**src/rtl/core/i2cbm_pkg.sv**
```systemverilog
// Package for the I2C bit-level master: command codes, step limits and
// the word format that travels from the front end through the queue.
// No dependencies.
package i2cbm_pkg;

  // Depth of the queue between front end and step engine
  localparam int unsigned QUEUE_DEPTH = 2;

  // Mode codes on the input channel; MODE_TICK doubles as the idle command
  localparam logic [2:0] MODE_TICK  = 3'd0;
  localparam logic [2:0] MODE_START = 3'd1;
  localparam logic [2:0] MODE_STOP  = 3'd2;
  localparam logic [2:0] MODE_SEND  = 3'd3;
  localparam logic [2:0] MODE_RECV  = 3'd4;
  localparam logic [2:0] MODE_SACK  = 3'd5;
  localparam logic [2:0] MODE_RACK  = 3'd6;

  localparam int unsigned BITS_PER_BYTE = 8;

  // Step index of the final SCL-low step of a byte transfer
  localparam logic [4:0] SEND_LAST_STEP = 5'(3 * BITS_PER_BYTE - 1);
  localparam logic [4:0] RECV_LAST_STEP = 5'(3 * BITS_PER_BYTE);

  // Phase within one bit slot: data, SCL high, SCL low
  localparam logic [1:0] PH_DATA = 2'd0;
  localparam logic [1:0] PH_HIGH = 2'd1;
  localparam logic [1:0] PH_LOW  = 2'd2;

  // Classified input word
  typedef enum logic [1:0] {
    OP_TICK,
    OP_CMD,
    OP_NOP
  } op_kind_e;

  typedef struct packed {
    op_kind_e   kind;
    logic [2:0] cmd;
    logic [7:0] tx_byte;
    logic       ack_bit;
    logic       sda_in;
  } op_t;

  // Write side of the queue
  typedef struct packed {
    logic valid;
    op_t  op;
  } q_wr_t;

  // Read side of the queue
  typedef struct packed {
    logic valid;
    op_t  op;
  } q_rd_t;

endpackage

```
**src/rtl/core/i2cbm_if.sv**
```systemverilog
// Channel interfaces of the I2C bit-level master: input word and result word,
// each with valid/ready handshake. No dependencies.
interface i2cbm_in_if;
  logic       valid;
  logic       ready;
  logic [2:0] mode;
  logic [7:0] tx_byte;
  logic       ack_bit;
  logic       sda_in;

  modport source (output valid, mode, tx_byte, ack_bit, sda_in, input ready);
  modport sink   (input valid, mode, tx_byte, ack_bit, sda_in, output ready);
endinterface

interface i2cbm_out_if;
  logic       valid;
  logic       ready;
  logic       scl_drive;
  logic       sda_drive;
  logic       busy_res;
  logic       done_res;
  logic [7:0] rx_byte;
  logic       rx_ack;
  logic       rejected;

  modport source (output valid, scl_drive, sda_drive, busy_res, done_res, rx_byte,
                  rx_ack, rejected, input ready);
  modport sink   (input valid, scl_drive, sda_drive, busy_res, done_res, rx_byte,
                  rx_ack, rejected, output ready);
endinterface

```
**src/rtl/core/i2cbm_front.sv**
```systemverilog
// Front end: takes input words and classifies them into tick, command or no-op.
// Depends on i2cbm_pkg and i2cbm_in_if.
module i2cbm_front (
  i2cbm_in_if.sink          in_i,
  output i2cbm_pkg::q_wr_t  wr_o,
  input  logic              wr_ready_i
);
  import i2cbm_pkg::*;

  op_t op;

  // Classify by mode; the reserved code passes through as a no-op
  always_comb begin
    op.cmd     = in_i.mode;
    op.tx_byte = in_i.tx_byte;
    op.ack_bit = in_i.ack_bit;
    op.sda_in  = in_i.sda_in;
    case (in_i.mode)
      MODE_TICK: op.kind = OP_TICK;
      MODE_START, MODE_STOP, MODE_SEND, MODE_RECV, MODE_SACK, MODE_RACK: begin
        op.kind = OP_CMD;
      end
      default: op.kind = OP_NOP;
    endcase
  end

  assign wr_o.valid  = in_i.valid;
  assign wr_o.op     = op;
  assign in_i.ready  = wr_ready_i;

endmodule

```
**src/rtl/core/i2cbm_queue.sv**
```systemverilog
// Small FIFO of classified words between front end and step engine.
// Depends on i2cbm_pkg.
module i2cbm_queue #(
  parameter int unsigned Depth = i2cbm_pkg::QUEUE_DEPTH
) (
  input  logic                       clk_i,
  input  logic                       rst_ni,
  input  i2cbm_pkg::q_wr_t           wr_i,
  output logic                       wr_ready_o,
  output i2cbm_pkg::q_rd_t           rd_o,
  input  logic                       rd_ready_i,
  output logic [$clog2(Depth+1)-1:0] count_o
);
  import i2cbm_pkg::*;

  localparam int unsigned AW = (Depth > 1) ? $clog2(Depth) : 1;
  localparam int unsigned CW = $clog2(Depth + 1);

  op_t             mem_q [Depth];
  logic [AW-1:0]   wr_ptr_q, wr_ptr_d;
  logic [AW-1:0]   rd_ptr_q, rd_ptr_d;
  logic [CW-1:0]   count_q, count_d;
  logic            push, pop;

  assign wr_ready_o = (count_q != CW'(Depth));
  assign push       = wr_i.valid && wr_ready_o;
  assign pop        = (count_q != '0) && rd_ready_i;

  // Pointer and fill count update with wrap at Depth
  always_comb begin
    wr_ptr_d = wr_ptr_q;
    rd_ptr_d = rd_ptr_q;
    count_d  = count_q;
    if (push) begin
      wr_ptr_d = (wr_ptr_q == AW'(Depth - 1)) ? '0 : wr_ptr_q + AW'(1);
    end
    if (pop) begin
      rd_ptr_d = (rd_ptr_q == AW'(Depth - 1)) ? '0 : rd_ptr_q + AW'(1);
    end
    case ({push, pop})
      2'b10:   count_d = count_q + CW'(1);
      2'b01:   count_d = count_q - CW'(1);
      default: count_d = count_q;
    endcase
  end

  always_ff @(posedge clk_i or negedge rst_ni) begin
    if (!rst_ni) begin
      wr_ptr_q <= '0;
      rd_ptr_q <= '0;
      count_q  <= '0;
    end else begin
      wr_ptr_q <= wr_ptr_d;
      rd_ptr_q <= rd_ptr_d;
      count_q  <= count_d;
    end
  end

  // Storage
  always_ff @(posedge clk_i) begin
    if (push) begin
      mem_q[wr_ptr_q] <= wr_i.op;
    end
  end

  assign rd_o.valid = (count_q != '0);
  assign rd_o.op    = mem_q[rd_ptr_q];
  assign count_o    = count_q;

endmodule

```
**src/rtl/core/i2cbm_back.sv**
```systemverilog
// Step engine: runs one queued word per cycle against the bus state unless out_o
// stalls, and registers the result word. Depends on i2cbm_pkg and i2cbm_out_if.
module i2cbm_back (
  input  logic              clk_i,
  input  logic              rst_ni,
  input  i2cbm_pkg::q_rd_t  rd_i,
  output logic              rd_ready_o,
  i2cbm_out_if.source       out_o
);
  import i2cbm_pkg::*;

  // Engine state
  logic [2:0] cmd_q, cmd_d;
  logic [4:0] step_q, step_d;
  logic [1:0] phase_q, phase_d;
  logic [7:0] tx_q, tx_d;
  logic [7:0] rx_q, rx_d;
  logic       ack_q, ack_d;
  logic       scl_q, scl_d;
  logic       sda_q, sda_d;
  logic       sack_q, sack_d;

  // Result register
  logic       out_valid_q, out_valid_d;
  logic       o_scl_q, o_sda_q, o_busy_q, o_done_q, o_rack_q, o_rej_q;
  logic [7:0] o_rx_q;

  logic       pop, busy, done, rej, last;
  logic [1:0] phase_nx;

  assign rd_ready_o = !out_valid_q || out_o.ready;
  assign pop        = rd_i.valid && rd_ready_o;
  assign busy       = (cmd_q != MODE_TICK);
  assign phase_nx   = (phase_q == PH_LOW) ? PH_DATA : phase_q + 2'd1;

  // One word: a tick steps a running command, a command is latched or rejected
  always_comb begin
    cmd_d   = cmd_q;
    step_d  = step_q;
    phase_d = phase_q;
    tx_d    = tx_q;
    rx_d    = rx_q;
    ack_d   = ack_q;
    scl_d   = scl_q;
    sda_d   = sda_q;
    sack_d  = sack_q;
    done    = 1'b0;
    rej     = 1'b0;
    last    = 1'b0;
    if (pop) begin
      case (rd_i.op.kind)
        OP_TICK: begin
          if (busy) begin
            case (cmd_q)
              MODE_START: begin
                case (step_q)
                  5'd0:    sda_d = 1'b1;
                  5'd1:    scl_d = 1'b1;
                  5'd2:    sda_d = 1'b0;
                  default: begin
                    scl_d = 1'b0;
                    last  = 1'b1;
                  end
                endcase
              end
              MODE_STOP: begin
                case (step_q)
                  5'd0:    sda_d = 1'b0;
                  5'd1:    scl_d = 1'b1;
                  default: begin
                    sda_d = 1'b1;
                    last  = 1'b1;
                  end
                endcase
              end
              MODE_SEND: begin
                phase_d = phase_nx;
                case (phase_q)
                  PH_DATA: begin
                    sda_d = tx_q[7];
                    tx_d  = {tx_q[6:0], 1'b0};
                  end
                  PH_HIGH: scl_d = 1'b1;
                  default: begin
                    scl_d = 1'b0;
                    last  = (step_q >= SEND_LAST_STEP);
                  end
                endcase
              end
              MODE_RECV: begin
                // first step releases SDA, then slots of SCL high, sample, SCL low
                if (step_q == 5'd0) begin
                  sda_d = 1'b1;
                end else begin
                  phase_d = phase_nx;
                  case (phase_q)
                    PH_DATA: scl_d = 1'b1;
                    PH_HIGH: rx_d  = {rx_q[6:0], rd_i.op.sda_in};
                    default: begin
                      scl_d = 1'b0;
                      last  = (step_q >= RECV_LAST_STEP);
                    end
                  endcase
                end
              end
              MODE_SACK: begin
                case (step_q)
                  5'd0:    sda_d = ack_q;
                  5'd1:    scl_d = 1'b1;
                  default: begin
                    scl_d = 1'b0;
                    last  = 1'b1;
                  end
                endcase
              end
              MODE_RACK: begin
                case (step_q)
                  5'd0:    sda_d  = 1'b1;
                  5'd1:    scl_d  = 1'b1;
                  5'd2:    sack_d = rd_i.op.sda_in;
                  default: begin
                    scl_d = 1'b0;
                    last  = 1'b1;
                  end
                endcase
              end
              default: last = 1'b1;
            endcase
            done = last;
            if (last) begin
              cmd_d  = MODE_TICK;
              step_d = '0;
            end else begin
              step_d = step_q + 5'd1;
            end
          end
        end
        OP_CMD: begin
          if (busy) begin
            rej = 1'b1;
          end else begin
            cmd_d   = rd_i.op.cmd;
            step_d  = '0;
            phase_d = PH_DATA;
            if (rd_i.op.cmd == MODE_SEND) tx_d  = rd_i.op.tx_byte;
            if (rd_i.op.cmd == MODE_SACK) ack_d = rd_i.op.ack_bit;
          end
        end
        default: ;
      endcase
    end
  end

  // Result word is held until the receiver takes it
  always_comb begin
    out_valid_d = out_valid_q;
    if (pop) begin
      out_valid_d = 1'b1;
    end else if (out_o.ready) begin
      out_valid_d = 1'b0;
    end
  end

  always_ff @(posedge clk_i or negedge rst_ni) begin
    if (!rst_ni) begin
      cmd_q       <= MODE_TICK;
      step_q      <= '0;
      phase_q     <= PH_DATA;
      tx_q        <= '0;
      rx_q        <= '0;
      ack_q       <= 1'b1;
      scl_q       <= 1'b1;
      sda_q       <= 1'b1;
      sack_q      <= 1'b1;
      out_valid_q <= 1'b0;
    end else begin
      cmd_q       <= cmd_d;
      step_q      <= step_d;
      phase_q     <= phase_d;
      tx_q        <= tx_d;
      rx_q        <= rx_d;
      ack_q       <= ack_d;
      scl_q       <= scl_d;
      sda_q       <= sda_d;
      sack_q      <= sack_d;
      out_valid_q <= out_valid_d;
    end
  end

  // Result payload
  always_ff @(posedge clk_i) begin
    if (pop) begin
      o_scl_q  <= scl_d;
      o_sda_q  <= sda_d;
      o_busy_q <= (cmd_d != MODE_TICK);
      o_done_q <= done;
      o_rx_q   <= rx_d;
      o_rack_q <= sack_d;
      o_rej_q  <= rej;
    end
  end

  assign out_o.valid     = out_valid_q;
  assign out_o.scl_drive = o_scl_q;
  assign out_o.sda_drive = o_sda_q;
  assign out_o.busy_res  = o_busy_q;
  assign out_o.done_res  = o_done_q;
  assign out_o.rx_byte   = o_rx_q;
  assign out_o.rx_ack    = o_rack_q;
  assign out_o.rejected  = o_rej_q;

endmodule

```
**src/rtl/core/i2c_bit_level_master_unit.sv**
```systemverilog
// I2C bit-level master engine on open-drain pin levels.
//
// Input channel in_i carries words of mode, tx_byte, ack_bit and sda_in.
// Mode 1..6 latches a command (start, stop, send byte, receive byte, send
// ack, receive ack) while idle; a command while busy is flagged rejected.
// Mode 0 is a tick: one pin step of the latched command, with sda_in used
// on sampling steps. Mode 7 is ignored but still answered.
// Output channel out_o returns exactly one result word per input word, in
// order: SCL/SDA drive levels, busy, done, received byte, sampled ack and
// the rejected flag.
// An accepted input word passes through the queue and then the result register;
// throughput is one word per cycle while out_o is not stalled, set by the step
// engine behind the queue.
// A stalled receiver holds the result register; the queue then fills and
// in_i.ready drops once it holds QueueDepth words.
// Reset returns both pins to released, clears the queue and the result valid
// flag, and leaves the engine idle with rx_byte 0 and rx_ack 1.
// Depends on i2cbm_pkg, i2cbm_if, i2cbm_front, i2cbm_queue, i2cbm_back.
module i2c_bit_level_master_unit #(
  parameter int unsigned QueueDepth = i2cbm_pkg::QUEUE_DEPTH
) (
  input  logic        clk_i,
  input  logic        rst_ni,
  i2cbm_in_if.sink    in_i,
  i2cbm_out_if.source out_o
);
  import i2cbm_pkg::*;

  q_wr_t                         wr;
  q_rd_t                         rd;
  logic                          wr_ready;
  logic                          rd_ready;
  logic [$clog2(QueueDepth+1)-1:0] q_count;

  // Classifier
  i2cbm_front u_front (
    .in_i       (in_i),
    .wr_o       (wr),
    .wr_ready_i (wr_ready)
  );

  // Decoupling queue
  i2cbm_queue #(
    .Depth (QueueDepth)
  ) u_queue (
    .clk_i      (clk_i),
    .rst_ni     (rst_ni),
    .wr_i       (wr),
    .wr_ready_o (wr_ready),
    .rd_o       (rd),
    .rd_ready_i (rd_ready),
    .count_o    (q_count)
  );

  // Step engine and result register
  i2cbm_back u_back (
    .clk_i      (clk_i),
    .rst_ni     (rst_ni),
    .rd_i       (rd),
    .rd_ready_o (rd_ready),
    .out_o      (out_o)
  );

`ifndef ASSERT_OFF
  // Fill count never exceeds the queue depth
  a_q_bound: assert property (@(posedge clk_i) disable iff (!rst_ni)
    q_count <= ($clog2(QueueDepth+1))'(QueueDepth))
    else $error("queue count above depth");

  // A finishing tick leaves the engine idle
  a_done_idle: assert property (@(posedge clk_i) disable iff (!rst_ni)
    out_o.valid && out_o.done_res |-> !out_o.busy_res)
    else $error("done with engine still busy");

  // A rejected command means a command was already running
  a_rej_busy: assert property (@(posedge clk_i) disable iff (!rst_ni)
    out_o.valid && out_o.rejected |-> out_o.busy_res && !out_o.done_res)
    else $error("rejected word while idle or done");

  // Nothing leaves the queue while the result register is stalled
  a_stall_hold: assert property (@(posedge clk_i) disable iff (!rst_ni)
    out_o.valid && !out_o.ready && rd.valid |=> out_o.valid)
    else $error("result word lost during stall");
`endif

endmodule
```
**src/flat_wrapper.sv**
```systemverilog
// flat-port wrapper written by rule: the top's interface ports become plain ports
module i2c_bit_level_master_unit_flat import i2cbm_pkg::*;
#(
  parameter int unsigned QueueDepth = i2cbm_pkg::QUEUE_DEPTH
)
  (clk_i, rst_ni, in_i_valid, in_i_mode, in_i_tx_byte, in_i_ack_bit, in_i_sda_in, in_i_ready, out_o_valid, out_o_scl_drive, out_o_sda_drive, out_o_busy_res, out_o_done_res, out_o_rx_byte, out_o_rx_ack, out_o_rejected, out_o_ready);
  i2cbm_in_if in_i_i ();
  i2cbm_out_if out_o_i ();
  input  logic clk_i;
  input  logic rst_ni;
  input wire logic [$bits(in_i_i.valid)-1:0] in_i_valid;
  input wire logic [$bits(in_i_i.mode)-1:0] in_i_mode;
  input wire logic [$bits(in_i_i.tx_byte)-1:0] in_i_tx_byte;
  input wire logic [$bits(in_i_i.ack_bit)-1:0] in_i_ack_bit;
  input wire logic [$bits(in_i_i.sda_in)-1:0] in_i_sda_in;
  output wire logic [$bits(in_i_i.ready)-1:0] in_i_ready;
  output wire logic [$bits(out_o_i.valid)-1:0] out_o_valid;
  output wire logic [$bits(out_o_i.scl_drive)-1:0] out_o_scl_drive;
  output wire logic [$bits(out_o_i.sda_drive)-1:0] out_o_sda_drive;
  output wire logic [$bits(out_o_i.busy_res)-1:0] out_o_busy_res;
  output wire logic [$bits(out_o_i.done_res)-1:0] out_o_done_res;
  output wire logic [$bits(out_o_i.rx_byte)-1:0] out_o_rx_byte;
  output wire logic [$bits(out_o_i.rx_ack)-1:0] out_o_rx_ack;
  output wire logic [$bits(out_o_i.rejected)-1:0] out_o_rejected;
  input wire logic [$bits(out_o_i.ready)-1:0] out_o_ready;
  assign in_i_i.valid = in_i_valid;
  assign in_i_i.mode = in_i_mode;
  assign in_i_i.tx_byte = in_i_tx_byte;
  assign in_i_i.ack_bit = in_i_ack_bit;
  assign in_i_i.sda_in = in_i_sda_in;
  assign in_i_ready = in_i_i.ready;
  assign out_o_valid = out_o_i.valid;
  assign out_o_scl_drive = out_o_i.scl_drive;
  assign out_o_sda_drive = out_o_i.sda_drive;
  assign out_o_busy_res = out_o_i.busy_res;
  assign out_o_done_res = out_o_i.done_res;
  assign out_o_rx_byte = out_o_i.rx_byte;
  assign out_o_rx_ack = out_o_i.rx_ack;
  assign out_o_rejected = out_o_i.rejected;
  assign out_o_i.ready = out_o_ready;
  i2c_bit_level_master_unit #(.QueueDepth(QueueDepth)) u_core (.clk_i(clk_i), .rst_ni(rst_ni), .in_i(in_i_i), .out_o(out_o_i));
endmodule
```
**config.mk**
```make
export PLATFORM = sky130hd
export DESIGN_NAME = i2c_bit_level_master_unit_flat
export DESIGN_NICKNAME = d
export VERILOG_FILES = /design/src/rtl/core/i2cbm_pkg.sv /design/src/rtl/core/i2cbm_if.sv /design/src/rtl/core/i2cbm_front.sv /design/src/rtl/core/i2cbm_queue.sv /design/src/rtl/core/i2cbm_back.sv /design/src/rtl/core/i2c_bit_level_master_unit.sv /design/src/flat_wrapper.sv
export SDC_FILE = /design/constraint.sdc
export NUM_CORES = 1
export LEC_CHECK = 0
export ABC_AREA = 1
export BUFFER_PORTS_ARGS = -buffer_cell sky130_fd_sc_hd__buf_4
export CORE_ASPECT_RATIO = 1.4
export CORE_MARGIN = 3
export CORE_UTILIZATION = 63
export DETAILED_ROUTE_END_ITERATION = 6
export PLACE_DENSITY_LB_ADDON = 0.25
export SETUP_SLACK_MARGIN = 0.05
export SLEW_MARGIN = 10
export SYNTH_ARGS = -nofsm -noshare
export SYNTH_HDL_FRONTEND = slang
export SYNTH_SLANG_ARGS = --single-unit
```
**constraint.sdc**
```tcl
create_clock -name clk_i -period 3 [get_ports clk_i]
set_input_delay 0.3 -clock clk_i [delete_from_list [all_inputs] [get_ports clk_i]]
set_output_delay 0.3 -clock clk_i [all_outputs]
set_load 0.005 [all_outputs]
```
==> results.ini <==
[outcome]
outcome = complete, no violations

[floorplan]
die_w_um = 70.7
core_area_mm2 = 0.00561
num_rows = 32
start_util_pct = 65.8
ios = 33
die-area_mm2 = 0.00682
die_h_um = 96.6

[clock_network]
h-tree-depth = 3
cts-root-buf = clkbuf_8
insertion_delay_ns = 0.36
post_cts_buffers = 0
clkTransAtPathRegs_ns = 0.09
cts.sinks = 79
clock_path_buffers = 2
cts_buffers = 9
cts_tree = built

[grt]
grt_max_degree = 36
grt_pass1_wl_um = 11800
antenna_found_initial = 0
track_usage_pct = 22.5
grt_pass1_vias = 2629
gr-total-overflow = 0

[synthesis]
syn_area_per_cell_um2 = 9.41
synthesis.nets = 414
synth.largest_area_cell = edfxtp_1
async_flop_share_pct = 44.3
synthTopCellsByArea = edfxtp_1 36%, dfrtp_1 21%, nand2_1 10%
yosysSeqAreaShare_pct = 59.7
synth_area_mm2 = 0.00369
synth-seq-cells = 79
syn_inst = 392
synth_warnings = 0
synth_ff_type = edfxtp_1
synth_edf_count = 44
yosys.cell_types.count = 36
synth_top_area_share_pct = 35.8

[detailed_routing]
drt_pass1_iterations = 5
wl_per_cell_um = 13.9
first_iter_violations = 217
totalWireLength_um = 7080
final_antenna_net_count = 0
viasPerCell = 5.38
drcViolationCount = 0
num_vias = 2734

[critical_path]
worstPathBufferInverterCount = 1
cpMostUsedCell = nand2_1
cp.required_ns = 3.25
rr_worst_depth = 9
crit_cells = 9
crit_chain = inv_2 > nand2_2 > nand2_2 > nor2_1 > nand2_1 > a21oi_1 > nand2_1 > nand2_1 > nand2_1
crit_fanout = 18
crit_arrival_ns = 2.48
cp_slowest_stage_delay_ns = 0.70
cp_top_family = simple AND/OR/NAND/NOR gates
crit_type = reg -> reg
slowest_stage = dfrtp_1
startpoint_type = register
crit_path_end_kind = register

[job]
cap_viol_max_count = 0

[pwr]
pwr-share-seq_pct = 41.6
p_switching_w = 0.00173
power.internal_w = 0.00246
max-vdd-ir-drop_v = 0.000688
p_clk_share_pct = 18.9
swShare_pct = 41.3
power_leakage_nw = 1.93
p_comb_share_pct = 39.5
power_density_mw_per_mm2 = 994
total_power_w = 0.00420

[finish]
layout_commonest_cell = nand2_1
diodes = 0
instances_no_fill = 508
finish.utilization_pct = 75.3
area_growth_pct = 14.4
fin_area_mm2 = 0.00422
nNetsFinal = 457
layout_common_cells = 102 x nand2_1, 60 x inv_1, 44 x edfxtp_1
drive_above_1_share_pct = 17.3

[timing]
post-route-period-util_pct = 74.3
period_minus_slack_ns = 2.23
hold_viol = 0
finalMaxSlewViolations = 0
skew_ns = 0.0147
setup_tns_ns = 0
clock.fmax_mhz = 448
setup_viol = 0
max_slew_margin_pct = 62.8
worst_slew_pin_slew_ns = 0.558
rsz0062_at_grt = no

[min_path]
hold_path_depth = 1
hold_path.class = in -> reg

[place]
gp_congestion = 0.907
dpl_cell_area_mm2 = 0.00401
dp.cells = 491
port_buffers = 32
dpl.hpwl_um = 5070

-- synthesized netlist by cell type (5+ instances only) --
library cell  number
a21oi_1            8
a31oi_1            7
dfrtp_1           31
edfxtp_1          44
ha_1               5
inv_1             60
nand2_1          102
nand3_1           26
nor2_1            36
o21ai_0           16
o21ai_1           11
-- final cells by class --
class	instances	area [um^2]
Tap cell	68	85.1
Clock buffer	10	149
Sequential cell	79	2200
Multi-Input combinational cell	242	1200
Timing Repair Buffer	38	288
Inverter	65	245
Fill cell	422	1390
Clock inverter	6	53.8
-- power by group through the flow --
stage | registers, W | logic [W] | clock network (W)
floorplan | 0.00169 | 0.00125 | 0
global placement | 0.00175 | 0.00157 | 0
detailed placement | 0.00176 | 0.00163 | 0
CTS | 0.00174 | 0.00165 | 0.000808
global route | 0.00179 | 0.00187 | 0.000862
finish | 0.00174 | 0.00166 | 0.000793
-- repair_timing --
action	4_1_cts	5_1_grt
resized for setup	0	0
hold endpoints to repair	31	0
hold buffers	1	0
-- per-layer routing --
metal | track usage [%] | vias up | wire length (um)
met2 | 40.5 | 75 | 3810
met4 | 9.25 | 0 | 161
met1 | 25.4 | 1293 | 2760
li1 | - | 1351 | -
met5 | 0 | - | 0
met3 | 6.00 | 15 | 342
-- final timing paths --
check                                         from                         end  slack (ns)
setup reg to reg           u_core.u_queue.rd_ptr_q    u_core.u_back.phase_q[0]        0.77
setup / recovery           u_core.u_queue.rd_ptr_q    u_core.u_back.phase_q[0]        0.77
min in group asynchronous                   rst_ni     u_core.u_back.step_q[0]        0.42
max in group asynchronous                   rst_ni         u_core.u_back.ack_q        2.23
hold reg to reg                u_core.u_back.ack_q         u_core.u_back.ack_q        0.47
hold / removal                     in_i_tx_byte[4]  u_core.u_queue.mem_q[0][6]        0.12
-- sequential cells by signal, indices dropped and copies added, names as in the netlist, 2 cells and up --
register / cells
u_core.u_queue.mem_q: 30
u_core.u_back.out_o.rx_byte: 8
u_core.u_back.rx_q: 8
u_core.u_back.tx_q: 8
u_core.u_back.step_q: 5
u_core.u_back.cmd_q: 3
u_core.u_back.phase_q: 2
u_core.u_queue.count_o: 2
-- through the flow --
step                setup slack, ns  hold slack, ns
global placement              0.903           0.284
global route                  0.535           0.101
finish                        0.770           0.121
CTS                           0.784           0.104
detailed placement            0.795           0.280
floorplan                      1.16         0.00441
-- worst register-to-register path: cells and delay by family, from the launching register on --
family,cells,cell delay (ns)
AND/OR/NAND/NOR,7,0.73
AO/OA/AOI/OAI,1,0.45
flip-flops,1,0.70
buffers and inverters,1,0.25
-- cells by family (layout without fill, tap and decap cells) --
family / after synthesis / in the layout / synth area share [%]
and+or+nand+nor: 184 / 184 / 21.9
DFF: 79 / 79 / 59.7
buffers and inverters: 71 / 119 / 7.87
AOI/OAI and AO/OA: 47 / 47 / 7.46
xor gates and xnor gates: 6 / 6 / 1.42
adders and majority gates: 5 / 5 / 1.70
No activity file was read; power rests on OpenSTA's default activity.
